`config.mk`:
```
export PLATFORM = sky130hd
export DESIGN_NAME = sosm_ram
export DESIGN_NICKNAME = d
export VERILOG_FILES = /design/src/hw/rtl/sosm_ram.sv
export SDC_FILE = /design/constraint.sdc
export NUM_CORES = 2
export LEC_CHECK = 0
export BUFFER_PORTS_ARGS = -buffer_cell sky130_fd_sc_hd__buf_2
export CAP_MARGIN = 20
export CORE_ASPECT_RATIO = 1.5
export CORE_UTILIZATION = 50
export DETAILED_ROUTE_END_ITERATION = 6
export PLACE_DENSITY = 0.65
export SLEW_MARGIN = 25
export SYNTH_ARGS = -nofsm -noshare
export SYNTH_HDL_FRONTEND = slang
export SYNTH_SLANG_ARGS = --single-unit
```
`constraint.sdc`:
```
create_clock -name clk -period 3.61 [get_ports clk]
set_clock_uncertainty 0.05 [all_clocks]
set_input_delay 0.722 -clock clk [delete_from_list [all_inputs] [get_ports clk]]
set_output_delay 0.722 -clock clk [all_outputs]
set_load 0.005 [all_outputs]
```
`src/hw/rtl/sosm_ram.sv`:
```
`timescale 1ns / 1ps
// Generic single-write, single-read synchronous RAM with registered read.
// A read and a write to the same entry in one cycle return the old data.

module sosm_ram #(
	parameter int WIDTH = 8,
	parameter int DEPTH = 256
) (
	input  logic                     clk,
	input  logic                     we,
	input  logic [$clog2(DEPTH)-1:0] waddr,
	input  logic [WIDTH-1:0]         wdata,
	input  logic                     re,
	input  logic [$clog2(DEPTH)-1:0] raddr,
	output logic [WIDTH-1:0]         rdata
);

	logic [WIDTH-1:0] mem [DEPTH];

	always_ff @(posedge clk) begin
		if (re) begin
			rdata <= mem[raddr];
		end
		if (we) begin
			mem[waddr] <= wdata;
		end
	end

endmodule

```
# Word level (Yosys, flattened, before mapping)
# Memories as Yosys holds them, arrays and structs flattened. A register that Yosys moved wholly into a read port is not among the register bits.
# Index checks and enable logic that the tools add are counted.
classes:
  n_mux: 2
ops:
  columns: ["cell", "count"]
  rows:
  - ["$mux 1", 2]
totals:
  ram_bits: 2048
  regBits: 0
  output_inout_bits: 8
  mem_count: 1
mem_list:
  columns: ["name", "words", "width", "read_ports", "rd_clocked_by_memory_dff", "wr", "line", "rtl"]
  rows:
  - ["mem", 256, 8, 1, 1, 1, "18", "logic [WIDTH-1:0] mem [DEPTH];"]

# Longest topological paths before layout
logic_depth:
  ltp_word: 2
  mapped_depth: 11

# Least setup slack after synthesis
# OpenSTA, ideal clock, no wires.
synth_timing:
  path_type: "in2reg"
  startpoint: "input raddr[0]"
  endpoint: "register rdata[2] (read register of mem), data pin"
  path_buffers: 4
  stages: 9
  required_time_ns: 3.291
  slack_ns: 0.762
  arrival_ns: 2.529
  setup_time_ns: 0.269
  cell_sequence: "buf_6 > buf_12 > buf_8 > buf_2 > mux4_2 > a22oi_1 > a21oi_1 > nor4_1 > nor4_2"
synth_lines:
  columns: ["item", "line", "rtl"]
  rows:
  - ["start, declared", "14", "input logic [$clog2(DEPTH)-1:0] raddr,"]
  - ["end, declared", "15", "output logic [WIDTH-1:0] rdata"]

==> results.cfg <==
[global_route]
first_global_vias = 40470
largest_net_degree_at_the_start_of_global_routing = 134
grt_antenna_before_repair = 10
global_route.overflow_total = 0
grt_pass1_wl_mm = 287.3
grtUsageTotal = 0.2511

[cts]
path_clk_slew_ns = 0.07
cts.hold.buffers_added = 0
insertion_delay_ns = 0.82
clockBufferDepth = 3
cts_setup_buffers = 0
clock_tree.root_cell = sky130_fd_sc_hd__clkbuf_16
cts-resized-gates = 0
cts_made_buffers = 181
h-tree-depth = 4
cts.sinks = 2056
tritoncts_clock_tree = yes

[floorplanning]
die_w_um = 327.9
die_area_sq_um = 160900
chipHeight_um = 490.8
start_util = 0.5029
ioPinCount = 35
standard_cell_rows = 179
design.core.area_sq_um = 158300

[detailed_routing]
routed_antenna_nets = 0
detail_route.first_pass.iterations = 6
drc = 0
drt-total-wl_mm = 198.9
dr_total_vias = 39820
post_drt_via_cell_ratio = 6.187
initialDrtViolationCount = 4133
routedWlPerCell_um = 30.90

[status]
status = completed

[final_layout]
most-common-layout-cells = sky130_fd_sc_hd__edfxtp_1, sky130_fd_sc_hd__mux4_2, sky130_fd_sc_hd__buf_4
final_core_utilization = 0.5761
final_nets = 4237
area_delta_synth_final_pct = 14.55
layout_commonest_cell = sky130_fd_sc_hd__edfxtp_1
layout.cells.non_filler = 6437
layout.filler_cells = 11360
layout_cells_sized_above_1 = 0.2876

[synthesis]
post_synth_mux_area_share = 0.1460
sequential_element_share_of_the_synthesized_area = 0.7753
simple_gate_area_share_of_the_yosys_netlist = 0.02625
synthesis.area_per_instance_sq_um = 21.33
synth_compound_area_frac = 0.03416
yosys.area_share.adder = 0
ys_warn_count = 0
synth_area_sq_um = 79640
synth_async_sr_flop_share = 0
yosys.area_share.xor_xnor = 0
synth_nets = 3760
synth.distinct_cells = 54
synthFlopType = sky130_fd_sc_hd__edfxtp_1
synth.area.top_cells = sky130_fd_sc_hd__edfxtp_1, sky130_fd_sc_hd__mux4_2, sky130_fd_sc_hd__mux2i_1
main_combinational_cell_family_by_area_after_synthesis = multiplexers
yosys_reg_bits = 2056
synth_edf_count = 2056
synth_top_area_cell = sky130_fd_sc_hd__edfxtp_1
netlist_instances = 3733
yosysTopAreaCellShare = 0.7753

[power_and_ir_drop]
max-vdd-ir-drop_v = 0.0005294
power.switching_mw = 10.08
pwr-share-clk = 0.393
power.internal_mw = 37.60
power-per-cell-area_nw_per_um2 = 522.6
switching_part_of_the_total = 0.2114
share_comb_of_total_power = 0.054
leakage_power_nw = 28.99
pwr-share-seq = 0.553

[worst_hold_path]
hold-path-endpoint = rdata[3]
min_delay_worst_type = input port to flip-flop
hold_path.startpoint = re
min_delay_path_depth = 1

[sta]
number_of_max_slew_violations_in_the_final_report = 0
final_period_minus_worst_setup_slack_ns = 3.554
slew_headroom = 0.2046
fmaxAchievable_ghz = 0.2814
setup_viol_count_final = 0
tightestPinTransition_ns = 1.182
period_share = 0.9845
report.final.hold_viol_count = 0
rsz0062_at_grt = false

[critical_path]
endpoint_kind = flip-flop
timing.reg2reg.setup_slack_ns = 0.34
cp.required_ns = 4.14
timing.setup.critical_path_class = input port to flip-flop
critical_path_launch_point_type = input port
timing.rr.start = mem[96][1]
rr_endpoint = rdata[1]
worst_ep_arrival_time_ns = 4.08
crit_fanout = 16
reg2reg_depth = 7

[place]
number_of_placed_cells_counting_well_taps = 6108
place.detailed.hpwl_mm = 131.1
numPortBuffers = 34
globalplace.congestion = 0.8407

[job]
cap_viol_max_count = 0
==> layout make-up <==
cell class | count | area (sq um) | area share
Antenna cell | 2 | 5.005 | 0.00005486
Clock buffer | 217 | 4707 | 0.05160
Clock inverter | 110 | 957.2 | 0.01049
Inverter | 2 | 7.507 | 0.00008229
Multi-Input combinational cell | 1442 | 16490 | 0.1808
Sequential cell | 2056 | 61740 | 0.6768
Tap cell | 2081 | 2604 | 0.02854
Timing Repair Buffer | 527 | 4712 | 0.05165
==> kinds of logic after synthesis <==
family,after synthesis
multiplexers,591
AO/OA/AOI/OAI,385
AND/OR/NAND/NOR,466
buffers and inverters,235
flip-flops,2056
==> synthesized netlist by cell type, drive strengths merged, types with 14 or more instances <==
cell type     n
nand3        34
nor4         27
mux4        456
buf         122
o221ai       47
a21oi        96
mux2i       134
nor3         22
clkbuf      111
a211oi       16
nor2b        31
a22oi       133
edfxtp     2056
nand2        33
a221oi       14
nor2        282
o22ai        28
==> state kept, by name, summed over array words and instances, names as in the netlist <==
register  count
mem        2048
rdata         8
==> how the worst max path moves through the flow <==
stage                     startpoint       end  slack (ns)  cells past startpoint
after floorplan             raddr[0]  rdata[2]        0.76                      9
after global placement      raddr[0]  rdata[4]       -0.83                     10
after detailed placement    raddr[0]  rdata[1]       -0.64                     10
after CTS                   raddr[0]  rdata[1]        0.22                     10
after global routing        raddr[0]  rdata[1]        0.19                     10
final                       raddr[0]  rdata[1]        0.06                     10
==> per-layer routing <==
metal | wire [um] | vias to the layer above | global-route usage
met3 | 14350 | 395 | 0.03734
met5 | 73 | - | 0
met4 | 8563 | 10 | 0.1022
met2 | 103700 | 1672 | 0.4292
met1 | 72240 | 21110 | 0.3221
li1 | - | 16630 | -
==> power groups by stage <==
stage	combinational (mW)	clock (mW)	sequential (mW)
2_1_floorplan	1.28	0	26.9
3_3_place_gp	2.57	0	26.9
3_5_place_dp	2.60	0	26.9
4_1_cts	2.61	19.0	26.3
5_1_grt	2.71	19.8	26.3
6_report	2.58	18.7	26.3
==> per-stage QoR <==
step                worst slack [ns]  cell area (sq um)  hold slack (ns)  power, mW  setup TNS [ns]
floorplan                     0.7619              79640           0.7709      28.13               0
global placement             -0.8279              85540            1.093      29.42          -2.894
detailed placement           -0.6446              85550            1.035      29.46          -2.225
CTS                           0.2178              91220           0.2378      47.95               0
global route                  0.1865              91220           0.2685      48.85               0
finish                       0.05587              91220           0.2912      47.68               0
==> worst max-delay path, cell delays in order <==
cell	delay (ns)
sky130_fd_sc_hd__buf_8	0.22
sky130_fd_sc_hd__buf_12	0.21
sky130_fd_sc_hd__buf_12	0.20
sky130_fd_sc_hd__mux4_2	0.51
sky130_fd_sc_hd__nor2b_1	0.15
sky130_fd_sc_hd__a211oi_1	0.53
sky130_fd_sc_hd__nor3_1	0.12
sky130_fd_sc_hd__nor4_1	1.02
sky130_fd_sc_hd__buf_4	0.29
sky130_fd_sc_hd__nor4_1	0.06
Power figures use the tool's default switching activity.
